--- src/hdl/cmf_pkg.sv ---
`default_nettype none

package cmf_pkg;

    // field widths
    localparam int NUC_W    = 2;
    localparam int MMER_MAX = 15;
    localparam int WIN_W    = NUC_W * MMER_MAX;
    localparam int IDX_W    = 5;
    localparam int KLEN_W   = 5;
    localparam int MLEN_W   = 4;
    localparam int CFG_W    = 5;
    localparam int CFG_IDX_W = 1;
    localparam int HASH_W   = 64;

    // configuration register indexes
    localparam logic [CFG_IDX_W-1:0] CFG_KMER_LENGTH = 1'b0;
    localparam logic [CFG_IDX_W-1:0] CFG_MMER_LENGTH = 1'b1;

    // complement of every nucleotide flips its high bit
    localparam logic [WIN_W-1:0] COMP_MASK = 30'h2AAA_AAAA;
    localparam logic [WIN_W-1:0] FULL_MASK = 30'h3FFF_FFFF;

    // shift amounts of the mixing hash
    localparam int SH_A  = 21;
    localparam int SH_B  = 24;
    localparam int SH_C1 = 3;
    localparam int SH_C2 = 8;
    localparam int SH_D  = 14;
    localparam int SH_E1 = 2;
    localparam int SH_E2 = 4;
    localparam int SH_F  = 28;
    localparam int SH_G  = 31;

    // window bookkeeping that travels with the data
    typedef struct packed {
        logic [IDX_W-1:0] idx;
        logic             first;
        logic             last;
    } tag_t;

    // one canonized window
    typedef struct packed {
        logic [WIN_W-1:0] fwd;
        logic [WIN_W-1:0] canon;
        tag_t             tag;
    } win_t;

    // one result item
    typedef struct packed {
        logic [WIN_W-1:0] minimizer;
        logic [IDX_W-1:0] position;
        logic             is_reversed;
        logic             has_repeat;
    } res_t;

endpackage

`default_nettype wire

--- src/hdl/canonical_minimizer_finder.sv ---
// canonical k-mer minimizer finder
//
// input channel s_valid/s_ready carries one packed k-mer per item; the result
// channel m_valid/m_ready gives the canonical minimizer, its window position,
// the reverse flag and the repeat flag, one result item per input item.
// configuration: cfg_we writes cfg_data into the register picked by cfg_index
// (kmer_length, mmer_length); write only while no item is in flight.
// one canonize stage and a four-stage hash pipe are shared by all windows of
// an item: the sequencer feeds one window per cycle, n = k-m+1 windows
// (one when k<m). each window passes the canonize register, the hash stages
// and the select register; a new item is taken once the result is loaded.
// s_ready is high only while the sequencer is idle. the result register sits
// between the sides, so a new item is taken while a result waits; if the
// receiver still stalls when the next result is done, the sequencer holds it
// until the result register frees up.
// reset (aresetn low, synchronous) empties the pipe and the result register
// and sets kmer_length to 31 and mmer_length to 11.
`default_nettype none

module canonical_minimizer_finder #(
    parameter int MAX_K = 31
) (
    input  wire logic                        aclk,
    input  wire logic                        aresetn,
    input  wire logic                        cfg_we,
    input  wire logic [cmf_pkg::CFG_IDX_W-1:0] cfg_index,
    input  wire logic [cmf_pkg::CFG_W-1:0]   cfg_data,
    input  wire logic                        s_valid,
    output logic                             s_ready,
    input  wire logic [2*MAX_K-1:0]          s_kmer_value,
    output logic                             m_valid,
    input  wire logic                        m_ready,
    output logic [cmf_pkg::WIN_W-1:0]        m_minimizer,
    output logic [cmf_pkg::IDX_W-1:0]        m_position,
    output logic                             m_is_reversed,
    output logic                             m_has_repeat
);

    localparam int SR_W = 2 * MAX_K + cmf_pkg::WIN_W;

    typedef enum logic [3:0] {
        ST_IDLE = 4'b0001,
        ST_SCAN = 4'b0010,
        ST_WAIT = 4'b0100,
        ST_PEND = 4'b1000
    } state_t;

    state_t                       state_reg, state_next;
    logic [SR_W-1:0]              sr_reg;
    logic [cmf_pkg::IDX_W-1:0]    idx_reg;
    logic [cmf_pkg::IDX_W-1:0]    last_reg;
    logic [cmf_pkg::KLEN_W-1:0]   kmer_length_reg;
    logic [cmf_pkg::MLEN_W-1:0]   mmer_length_reg;
    cmf_pkg::res_t                res_reg;
    logic                         m_valid_reg;
    logic [cmf_pkg::IDX_W-1:0]    last_next;
    logic                         s_accept;
    logic                         out_free;
    logic                         load_out;
    logic                         issue_valid;
    cmf_pkg::tag_t                issue_tag;
    logic                         can_valid;
    cmf_pkg::win_t                can_win;
    logic                         hash_valid;
    cmf_pkg::win_t                hash_win;
    logic [cmf_pkg::HASH_W-1:0]   hash_val;
    logic                         sel_done;
    cmf_pkg::res_t                sel_result;

    assign s_ready  = (state_reg == ST_IDLE);
    assign s_accept = s_valid && s_ready;
    assign out_free = !m_valid_reg || m_ready;
    assign load_out = (state_reg == ST_PEND) && out_free;

    // index of the last window
    assign last_next = (kmer_length_reg >= {1'b0, mmer_length_reg}) ?
                       (kmer_length_reg - {1'b0, mmer_length_reg}) : '0;

    // window issue
    assign issue_valid     = (state_reg == ST_SCAN);
    assign issue_tag.idx   = idx_reg;
    assign issue_tag.first = (idx_reg == '0);
    assign issue_tag.last  = (idx_reg == last_reg);

    // sequencer
    always_comb begin
        state_next = state_reg;
        case (state_reg)
            ST_IDLE: if (s_accept) state_next = ST_SCAN;
            ST_SCAN: if (idx_reg == last_reg) state_next = ST_WAIT;
            ST_WAIT: if (sel_done) state_next = ST_PEND;
            ST_PEND: if (out_free) state_next = ST_IDLE;
            default: state_next = ST_IDLE;
        endcase
    end

    always_ff @(posedge aclk) begin
        if (!aresetn) begin
            state_reg       <= ST_IDLE;
            m_valid_reg     <= 1'b0;
            kmer_length_reg <= 5'd31;
            mmer_length_reg <= 4'd11;
        end else begin
            state_reg <= state_next;
            if (load_out) begin
                m_valid_reg <= 1'b1;
            end else if (m_ready) begin
                m_valid_reg <= 1'b0;
            end
            if (cfg_we) begin
                case (cfg_index)
                    cmf_pkg::CFG_KMER_LENGTH: kmer_length_reg <= cfg_data;
                    cmf_pkg::CFG_MMER_LENGTH:
                        mmer_length_reg <= cfg_data[cmf_pkg::MLEN_W-1:0];
                    default: ;
                endcase
            end
        end
    end

    // k-mer shift line and window counter
    always_ff @(posedge aclk) begin
        if (s_accept) begin
            sr_reg   <= {{cmf_pkg::WIN_W{1'b0}}, s_kmer_value};
            idx_reg  <= '0;
            last_reg <= last_next;
        end else if (issue_valid) begin
            sr_reg  <= {2'b00, sr_reg[SR_W-1:2]};
            idx_reg <= idx_reg + 1'b1;
        end
        if (load_out) begin
            res_reg <= sel_result;
        end
    end

    cmf_canon u_canon (
        .aclk        (aclk),
        .aresetn     (aresetn),
        .in_valid    (issue_valid),
        .in_raw      (sr_reg[cmf_pkg::WIN_W-1:0]),
        .in_tag      (issue_tag),
        .mmer_length (mmer_length_reg),
        .out_valid   (can_valid),
        .out_win     (can_win)
    );

    cmf_hash u_hash (
        .aclk      (aclk),
        .aresetn   (aresetn),
        .in_valid  (can_valid),
        .in_win    (can_win),
        .out_valid (hash_valid),
        .out_win   (hash_win),
        .out_hash  (hash_val)
    );

    cmf_select u_select (
        .aclk     (aclk),
        .aresetn  (aresetn),
        .in_valid (hash_valid),
        .in_win   (hash_win),
        .in_hash  (hash_val),
        .done     (sel_done),
        .result   (sel_result)
    );

    assign m_valid       = m_valid_reg;
    assign m_minimizer   = res_reg.minimizer;
    assign m_position    = res_reg.position;
    assign m_is_reversed = res_reg.is_reversed;
    assign m_has_repeat  = res_reg.has_repeat;

    // the last window leaves the pipe only while the sequencer waits for it
    a_done_in_wait: assert property (@(posedge aclk) disable iff (!aresetn)
        sel_done |-> (state_reg == ST_WAIT))
        else $error("window scan finished outside of wait state");

    // the window counter never runs past the last window
    a_idx_bound: assert property (@(posedge aclk) disable iff (!aresetn)
        (state_reg == ST_SCAN) |-> (idx_reg <= last_reg))
        else $error("window index beyond last window");

    // a pending result reaches the output once the register is free
    a_pend_loads: assert property (@(posedge aclk) disable iff (!aresetn)
        load_out |=> (m_valid_reg && (state_reg == ST_IDLE)))
        else $error("pending result not delivered");

    // no window enters the pipe while idle
    a_no_issue_idle: assert property (@(posedge aclk) disable iff (!aresetn)
        (state_reg == ST_IDLE) |=> !can_valid)
        else $error("window issued while idle");

endmodule

`default_nettype wire

--- src/hdl/cmf_canon.sv ---
`default_nettype none

module cmf_canon (
    input  wire logic                        aclk,
    input  wire logic                        aresetn,
    input  wire logic                        in_valid,
    input  wire logic [cmf_pkg::WIN_W-1:0]   in_raw,
    input  wire cmf_pkg::tag_t               in_tag,
    input  wire logic [cmf_pkg::MLEN_W-1:0]  mmer_length,
    output logic                             out_valid,
    output cmf_pkg::win_t                    out_win
);

    logic                      valid_reg;
    cmf_pkg::win_t             win_reg;
    logic [cmf_pkg::WIN_W-1:0] mask;
    logic [cmf_pkg::WIN_W-1:0] fwd;
    logic [cmf_pkg::WIN_W-1:0] rev_all;
    logic [cmf_pkg::WIN_W-1:0] rc;
    logic [5:0]                drop;

    // keep the low m nucleotides of the window
    assign drop = 6'd30 - {1'b0, mmer_length, 1'b0};
    assign mask = cmf_pkg::FULL_MASK >> drop;
    assign fwd  = in_raw & mask;

    // reverse all fifteen nucleotide slots, then drop the unused ones
    always_comb begin
        for (int j = 0; j < cmf_pkg::MMER_MAX; j++) begin
            rev_all[cmf_pkg::NUC_W*(cmf_pkg::MMER_MAX-1-j) +: cmf_pkg::NUC_W] =
                fwd[cmf_pkg::NUC_W*j +: cmf_pkg::NUC_W];
        end
    end

    assign rc = (rev_all ^ cmf_pkg::COMP_MASK) >> drop;

    // register the canonical form with its forward value
    always_ff @(posedge aclk) begin
        if (!aresetn) begin
            valid_reg <= 1'b0;
        end else begin
            valid_reg <= in_valid;
        end
        win_reg.fwd   <= fwd;
        win_reg.canon <= (rc < fwd) ? rc : fwd;
        win_reg.tag   <= in_tag;
    end

    assign out_valid = valid_reg;
    assign out_win   = win_reg;

endmodule

`default_nettype wire

--- src/hdl/cmf_hash.sv ---
`default_nettype none

module cmf_hash (
    input  wire logic                        aclk,
    input  wire logic                        aresetn,
    input  wire logic                        in_valid,
    input  wire cmf_pkg::win_t               in_win,
    output logic                             out_valid,
    output cmf_pkg::win_t                    out_win,
    output logic [cmf_pkg::HASH_W-1:0]       out_hash
);

    logic [3:0]                 v_reg;
    cmf_pkg::win_t              w1_reg, w2_reg, w3_reg, w4_reg;
    logic [cmf_pkg::HASH_W-1:0] h1_reg, h2_reg, h3_reg, h4_reg;
    logic [cmf_pkg::HASH_W-1:0] x0, a, b, c;
    logic [cmf_pkg::HASH_W-1:0] h1_next, h2_next, h3_next, h4_next;

    // one shift-add per stage and one xor-shift in each stage but the last
    always_comb begin
        x0      = {{(cmf_pkg::HASH_W-cmf_pkg::WIN_W){1'b0}}, in_win.canon};
        a       = (~x0) + (x0 << cmf_pkg::SH_A);
        h1_next = a ^ (a >> cmf_pkg::SH_B);
        b       = h1_reg + (h1_reg << cmf_pkg::SH_C1) + (h1_reg << cmf_pkg::SH_C2);
        h2_next = b ^ (b >> cmf_pkg::SH_D);
        c       = h2_reg + (h2_reg << cmf_pkg::SH_E1) + (h2_reg << cmf_pkg::SH_E2);
        h3_next = c ^ (c >> cmf_pkg::SH_F);
        h4_next = h3_reg + (h3_reg << cmf_pkg::SH_G);
    end

    always_ff @(posedge aclk) begin
        if (!aresetn) begin
            v_reg <= '0;
        end else begin
            v_reg <= {v_reg[2:0], in_valid};
        end
        h1_reg <= h1_next;
        h2_reg <= h2_next;
        h3_reg <= h3_next;
        h4_reg <= h4_next;
        w1_reg <= in_win;
        w2_reg <= w1_reg;
        w3_reg <= w2_reg;
        w4_reg <= w3_reg;
    end

    assign out_valid = v_reg[3];
    assign out_win   = w4_reg;
    assign out_hash  = h4_reg;

endmodule

`default_nettype wire

--- src/hdl/cmf_select.sv ---
`default_nettype none

module cmf_select (
    input  wire logic                        aclk,
    input  wire logic                        aresetn,
    input  wire logic                        in_valid,
    input  wire cmf_pkg::win_t               in_win,
    input  wire logic [cmf_pkg::HASH_W-1:0]  in_hash,
    output logic                             done,
    output cmf_pkg::res_t                    result
);

    logic                       done_reg;
    cmf_pkg::res_t              best_reg;
    logic [cmf_pkg::HASH_W-1:0] best_hash_reg;
    logic                       take_new;
    logic                       tie;

    assign take_new = in_win.tag.first || (in_hash < best_hash_reg);
    assign tie      = (in_hash == best_hash_reg);

    // keep the least hash, latest window among ties
    always_ff @(posedge aclk) begin
        if (!aresetn) begin
            done_reg <= 1'b0;
        end else begin
            done_reg <= in_valid && in_win.tag.last;
        end
        if (in_valid) begin
            if (take_new) begin
                best_reg.minimizer   <= in_win.canon;
                best_hash_reg        <= in_hash;
                best_reg.position    <= in_win.tag.idx;
                best_reg.is_reversed <= (in_win.canon != in_win.fwd);
                best_reg.has_repeat  <= 1'b0;
            end else if (tie) begin
                best_reg.position    <= in_win.tag.idx;
                best_reg.is_reversed <= (best_reg.minimizer != in_win.fwd);
                best_reg.has_repeat  <= 1'b1;
            end
        end
    end

    assign done   = done_reg;
    assign result = best_reg;

endmodule

`default_nettype wire
--- config.mk ---
export PLATFORM = sky130hd
export DESIGN_NAME = canonical_minimizer_finder
export DESIGN_NICKNAME = d
export VERILOG_FILES = /design/src/hdl/cmf_pkg.sv /design/src/hdl/canonical_minimizer_finder.sv /design/src/hdl/cmf_canon.sv /design/src/hdl/cmf_hash.sv /design/src/hdl/cmf_select.sv
export SDC_FILE = /design/constraint.sdc
export NUM_CORES = 2
export LEC_CHECK = 0
export ABC_AREA = 1
export BUFFER_PORTS_ARGS = -buffer_cell sky130_fd_sc_hd__buf_2
export CAP_MARGIN = 10
export CORE_MARGIN = 2
export CORE_UTILIZATION = 50
export DETAILED_ROUTE_END_ITERATION = 8
export GPL_ROUTABILITY_DRIVEN = 0
export PLACE_DENSITY = 0.74
export SYNTH_ARGS = -nofsm -noshare
export SYNTH_HDL_FRONTEND = slang
export SYNTH_HIERARCHICAL = 1
export SYNTH_SLANG_ARGS = --single-unit
export TNS_END_PERCENT = 100
--- constraint.sdc ---
create_clock -name aclk -period 6.9 [get_ports aclk]
set_clock_uncertainty 0.2 [all_clocks]
set_input_delay 0.345 -clock aclk [delete_from_list [all_inputs] [get_ports aclk]]
set_output_delay 0.345 -clock aclk [all_outputs]
set_load 0.02 [all_outputs]
# ---- Yosys cells after proc, flatten, opt, wreduce, memory -nomap -nowiden
# Index checks and enable logic that the tools add are counted.
dict set report totals {
  out_inout_bits 39
  word_cells 108
  in_bits 73
  reg_bits 821
}
dict set report op_classes {
  addsub 9
  bitwise_logic 7
  muxes 12
  n_reduce_logical 15
  shift 2
  n_eq_ne 12
  order_cmp 3
}
# cell count
set ops {}
lappend ops {{$add 64x64->64} 5}
lappend ops {{$mux 62} 2}
lappend ops {{$add 64x51->64} 1}
lappend ops {{$eq 64x64->1} 1}
lappend ops {{$lt 64x64->1} 1}
lappend ops {{$not 30->64} 1}
lappend ops {{$xor 64x36->64} 1}
lappend ops {{$xor 64x40->64} 1}
lappend ops {{$xor 64x50->64} 1}
lappend ops {{$ne 30x30->1} 2}
lappend ops {{$and 30x30->30} 1}
lappend ops {{$lt 30x30->1} 1}
lappend ops {{$mux 30} 1}
lappend ops {{$shr 30x6->30} 1}
lappend ops {{$shr 30x6->30 const A} 1}
lappend ops {{$mux 4} 4}
lappend ops {{$pmux 4 s4} 1}
lappend ops {{$not 15->15} 1}
lappend ops {{$mux 7} 2}
lappend ops {{$reduce_and 2->1} 4}
lappend ops {{$reduce_bool 2->1} 3}
lappend ops {{$sub 5x5->6 const A} 1}
lappend ops {{$add 5x1->5 const B} 1}
lappend ops {{$eq 5x5->1} 1}
lappend ops {{other kinds (15)} 21}

# ---- Depth between registers and ports, before layout
dict set report depth {
  ltp_word 7
  mapped_depth 26
  depth_no_buf 25
}

# ---- Hierarchy
# The synthesis kept the hierarchy.
# mod area_per_inst_um2 n_inst cells_per_inst seq_area_each_um2
set modules_own_cells {}
lappend modules_own_cells {cmf_hash 29213.0 1 4013 10570.1}
lappend modules_own_cells {cmf_select 6103.4 1 677 3052.9}
lappend modules_own_cells {canonical_minimizer_finder 4986.0 1 465 3503.4}
lappend modules_own_cells {cmf_canon 3778.6 1 549 1361.3}

# ---- Worst setup path before layout
# No wires, ideal clock.
dict set report synth_path {
  path_kind {reg2reg}
  start {reg u_select/best_hash_reg[57] (netlist name)}
  end {reg u_select/best_hash_reg[0] (netlist name), enable pin}
  synth_period_minus_slack_ps 6253
  path_buffers 1
  path_slack_ps 647
  arrival_time_ps 5504
  setup_time_ps 549
  required_time_ps 6151
  stages_incl_launch_ff 15
  cell_sequence {edfxtp_1 > inv_1 > ha_1 > nand2_1 > inv_1 > o21ai_0 > a21oi_1 > nor2_1 > nand2_1 > a21oi_2 > nand2_4 > nand2_4 > buf_6 > inv_1 > nor2_1}
}
dict set report synth_via {
  elab_chain_cells 3
}
# item line
set synth_lines {}
lappend synth_lines {{from (decl)} cmf_select.sv:15} ;# logic [cmf_pkg::HASH_W-1:0] best_hash_reg;
lappend synth_lines {{from (signal assigned)} cmf_select.sv:32} ;# best_hash_reg <= in_hash;
lappend synth_lines {{$lt 64x64->1} cmf_select.sv:19} ;# assign take_new = in_win.tag.first || (in_hash < best_hash_reg);
lappend synth_lines {{$logic_or 1x1->1} cmf_select.sv:19}
lappend synth_lines {{$reduce_and 2->1 (no source line)} --}
# No other way between the ends.
# A chain may end at the register's enable or synchronous reset.

# ---- Final worst setup path
dict set report layout_path {
  start {reg mmer_length_reg[1] (netlist name)}
  end {reg u_canon.win_reg, in the netlist u_canon/out_win[30]}
}
dict set report layout_via {
  elab_chain_cells 7
}
# item line
set layout_lines {}
lappend layout_lines {{from (decl)} canonical_minimizer_finder.sv:53} ;# logic [cmf_pkg::MLEN_W-1:0] mmer_length_reg;
lappend layout_lines {{from (signal assigned)} canonical_minimizer_finder.sv:114} ;# mmer_length_reg <= cfg_data[cmf_pkg::MLEN_W-1:0];
lappend layout_lines {{$sub 5x5->6 *} cmf_canon.sv:23} ;# assign drop = 6'd30 - {1'b0, mmer_length, 1'b0};
lappend layout_lines {{$shr 30x6->30} cmf_canon.sv:24} ;# assign mask = cmf_pkg::FULL_MASK >> drop;
lappend layout_lines {{$and 30x30->30} cmf_canon.sv:25} ;# assign fwd = in_raw & mask;
lappend layout_lines {{$not 15->15 (no source line)} --}
lappend layout_lines {{$shr 30x6->30} cmf_canon.sv:35} ;# assign rc = (rev_all ^ cmf_pkg::COMP_MASK) >> drop;
lappend layout_lines {{$lt 30x30->1} cmf_canon.sv:45} ;# win_reg.canon <= (rc < fwd) ? rc : fwd;
lappend layout_lines {{$mux 30 *} cmf_canon.sv:45}
lappend layout_lines {{to (decl)} cmf_canon.sv:15} ;# cmf_pkg::win_t win_reg;
# Mark *: on every way between the ends. The rest lies on a longest branch, timed or not.

==> results.md <==
Worst setup path:
- Measured in cells, the most critical reg-to-reg path has a length of 18.
- The critical path class is reg2reg.
- The most numerous cell type found on the critical path is sky130_fd_sc_hd__nand2_1.
- The largest driver fanout on the critical path is 30.
- The library cell contributing the largest single delay on the critical path is sky130_fd_sc_hd__dfxtp_1.
- The data required time of the critical path is 7.26 ns.
- The category of the worst setup path capture point is a flop.
- The peak per-stage delay on the critical path is 0.93 ns.
- The kind of launch point of the worst setup path is a flop.
- Traced cell by cell, the critical path runs through inv_2 -> nand2_1 -> nand2_1 -> o21ai_0 -> o21ai_0 -> o21ai_0 -> a21boi_0 -> ha_1 -> a21oi_1 -> nor2_1 -> a211oi_1 -> o221a_2 -> nand2_1 -> nand2_1 -> nand2_1 -> buf_4 -> nand2_1 -> nand2_1.
- The endpoint arrival time on the critical path is 5.28 ns.

Cells and area:
- Leaving out fill and tap cells, the most frequent cell in the layout is sky130_fd_sc_hd__nand2_1.
- After the last flow step, the layout net total stands at 6390.
- The area growth from synthesis to layout is 12.2%.
- The share of cells above drive strength 1 is 6.58%.
- The cell area after layout is 49500 um^2.
- In the layout the commonest cells are sky130_fd_sc_hd__nand2_1 (2010), sky130_fd_sc_hd__inv_1 (936), sky130_fd_sc_hd__dfxtp_1 (616).

Hold path:
- In this run the worst hold path is classified as reg2reg.
- The worst hold path passes through 0 cells.

STA:
- The number of max-slew violations in the final report is 0.
- The slew of the pin with the lowest slew margin is 1.11 ns.
- Of the available clock period, the critical path in the final layout requires 71.4%.
- Setup violations remaining at the end of the flow were counted as 0.
- The maximum clock frequency is 203 MHz.
- The minimum hold slack is 0.0895 ns.
- Setup repair after global routing left no endpoint under its margin.
- Setup slack closes at 1.98 ns.
- The hold violation count in the final report is 0.
- The final total negative setup slack is 0 ns.
- The normalized max-slew margin is 25.6%.
- After layout, the minimum clock period comes to 4.92 ns.

Global routing:
- The via count of the first global-routing pass came to 35600.
- The total global routing overflow is 0.
- The largest net degree at the start of global routing is 74.
- The all-layer global routing usage is 26.6%.
- The first global-routing pass estimated 189000 um of wire.
- The number of antenna violations at the first check in global routing came to 11.

Synthesis:
- Sequential cells were found to cover 41.9% of the synthesized design area.
- The Yosys step of the flow raised 6 warnings.
- The most used flip-flop cell after synthesis is sky130_fd_sc_hd__dfxtp_1.
- The biggest area contributor in the post-synthesis netlist is sky130_fd_sc_hd__dfxtp_1.
- The number of flops mapped to enable cells by yosys is 205.
- Counting flops and latches in the post-synthesis netlist gives 821.
- After synthesis, the cell types taking the most area are sky130_fd_sc_hd__dfxtp_1 (28%), sky130_fd_sc_hd__nand2_1 (17%), sky130_fd_sc_hd__edfxtp_1 (14%).
- Averaged over all synthesized cells, the footprint is 7.73 um^2.
- Of all flip-flops after synthesis, the portion carrying an async set or reset was 0%.
- After synthesis, the largest area contributor takes up 28.0% of total cell area.
- The number of nets handed over by synthesis was 6161.
- After technology mapping, the gate count stands at 5704.
- Synthesis instantiated 59 different standard cells from the library.
- After synthesis the cells add up to 44100 um^2.

Clock tree:
- TritonCTS built the clock tree.
- The setup fix buffers added after clock tree synthesis is 0.
- The clock passes through at most 3 buffers.
- The number of CTS-inserted buffers is 80.
- The root buffer cell chosen for the clock tree is sky130_fd_sc_hd__clkbuf_16.
- The clock network latency to the later pin of the worst-skew pair is 0.66 ns.
- The depth of the CTS H-tree is 3.
- The post-cts gate resize count is 0.
- Clock-pin slew was measured on the worst setup and hold paths at 0.06 ns.
- The clock net in this run drives a total of 821 sinks.

Drt:
- After detailed routing, the average wire length per cell comes to 16.8 um.
- The routed wire length is 120000 um.
- The number of vias in the routed layout is 37100.
- Once detail routing completed, the nets flagged for antenna violations numbered 0.
- The number of search-and-repair iterations in the first detailed-routing pass is 9.
- The average via count per standard cell is 5.18.
- The iteration-0 DRC count of the detailed router is 3703.
- The DRC violations left is 4.

Floorplan:
- Pin placement for this block handled 112 I/O pins.
- The die is 301 um tall.
- The initial utilization of the core area, before any placement, comes to 50.7%.
- The site row count is 108.
- The standard cell core area is 87000 um^2.
- The full die area is 90600 um^2.
- The horizontal die dimension is 301 um.

Placement:
- The wire-length estimate of the detail-placed layout is 95400 um.
- The count of buffers from port buffering is 111.
- Before CTS, the worst setup slack after placement is 2.15 ns.
- In this run the cell area measured after placement is 45900 um^2.

Run status:
- The final reports fail on design-rule violations.
- The flow ran to the end, but the final reports show violations.

Run:
- The tool flagged a number of max-cap violations equal to 0.
## cell type report
type | count | area [um^2]
Clock inverter | 37 | 483
Sequential cell | 821 | 18500
Timing Repair Buffer | 203 | 1470
Clock buffer | 112 | 2260
Fill cell | 7740 | 37600
Antenna cell | 3 | 7.51
Tap cell | 1155 | 1450
Inverter | 959 | 3600
Multi-Input combinational cell | 3868 | 21700
## routing by layer
metal	GRT usage, %	part of all wire, %
met5	0	0.028
met4	12.0	5.1
met3	4.63	8.5
met2	42.8	44
met1	35.0	42
## path summary, 6_finish.rpt
check                startpoint                   to  slack, ns
max          mmer_length_reg[1]  u_canon/out_win[30]       1.98
min           u_hash/w2_reg[20]    u_hash/w3_reg[20]       0.09
max reg2reg  mmer_length_reg[1]  u_canon/out_win[30]       1.98
min reg2reg   u_hash/w2_reg[20]    u_hash/w3_reg[20]       0.09
## stage by stage
stage                     std cells  util [%]
final                          7158      56.8
after global routing           7156      56.8
after CTS                      7155      56.8
after detailed placement       6923      52.7
after global placement         6923      52.7
after floorplan                5704         -
## kinds of logic (layout without fill, tap and decap cells)
family	after synthesis	count (layout)	synth area share (%)
other cells	0	3	0
simple gates	2955	2955	28.0
xor+xnor	161	161	3.47
fa+ha+maj	384	384	12.9
compound gates	366	366	4.71
buf+inv	1015	1311	8.87
flops	821	821	41.9
mux	2	2	0.0454
## worst max-delay path, delay by kind of cell (launching register included)
family | cells | cell delay [ns]
compound gates | 7 | 1.58
simple gates | 8 | 1.12
flops | 1 | 0.93
buf+inv | 2 | 0.76
fa+ha+maj | 1 | 0.22
## synthesized netlist by cell type, types with 17 or more instances
| cell type | instances |
|---|---|
| sky130_fd_sc_hd__fa_1 | 119 |
| sky130_fd_sc_hd__inv_2 | 21 |
| sky130_fd_sc_hd__edfxtp_1 | 205 |
| sky130_fd_sc_hd__nand3_1 | 369 |
| sky130_fd_sc_hd__a21oi_1 | 190 |
| sky130_fd_sc_hd__dfxtp_1 | 616 |
| sky130_fd_sc_hd__clkbuf_1 | 19 |
| sky130_fd_sc_hd__nand4_1 | 39 |
| sky130_fd_sc_hd__o21bai_1 | 17 |
| sky130_fd_sc_hd__ha_1 | 265 |
| sky130_fd_sc_hd__xnor2_1 | 55 |
| sky130_fd_sc_hd__nor2_2 | 30 |
| sky130_fd_sc_hd__xor2_1 | 95 |
| sky130_fd_sc_hd__inv_1 | 936 |
| sky130_fd_sc_hd__nand3b_1 | 53 |
| sky130_fd_sc_hd__nor2_1 | 333 |
| sky130_fd_sc_hd__buf_2 | 19 |
| sky130_fd_sc_hd__nand2_1 | 2011 |
| sky130_fd_sc_hd__nand2_2 | 40 |
| sky130_fd_sc_hd__o21ai_0 | 83 |
| sky130_fd_sc_hd__nor3_1 | 28 |
## what timing repair did
item,in CTS,in global routing
hold buffers,83,0
hold endpoints to repair,82,0
setup endpoints to repair,0,0
Power is left out: the tool's default activity adds up to more than one toggle a clock period on the data nets, which glitch-free logic cannot reach.
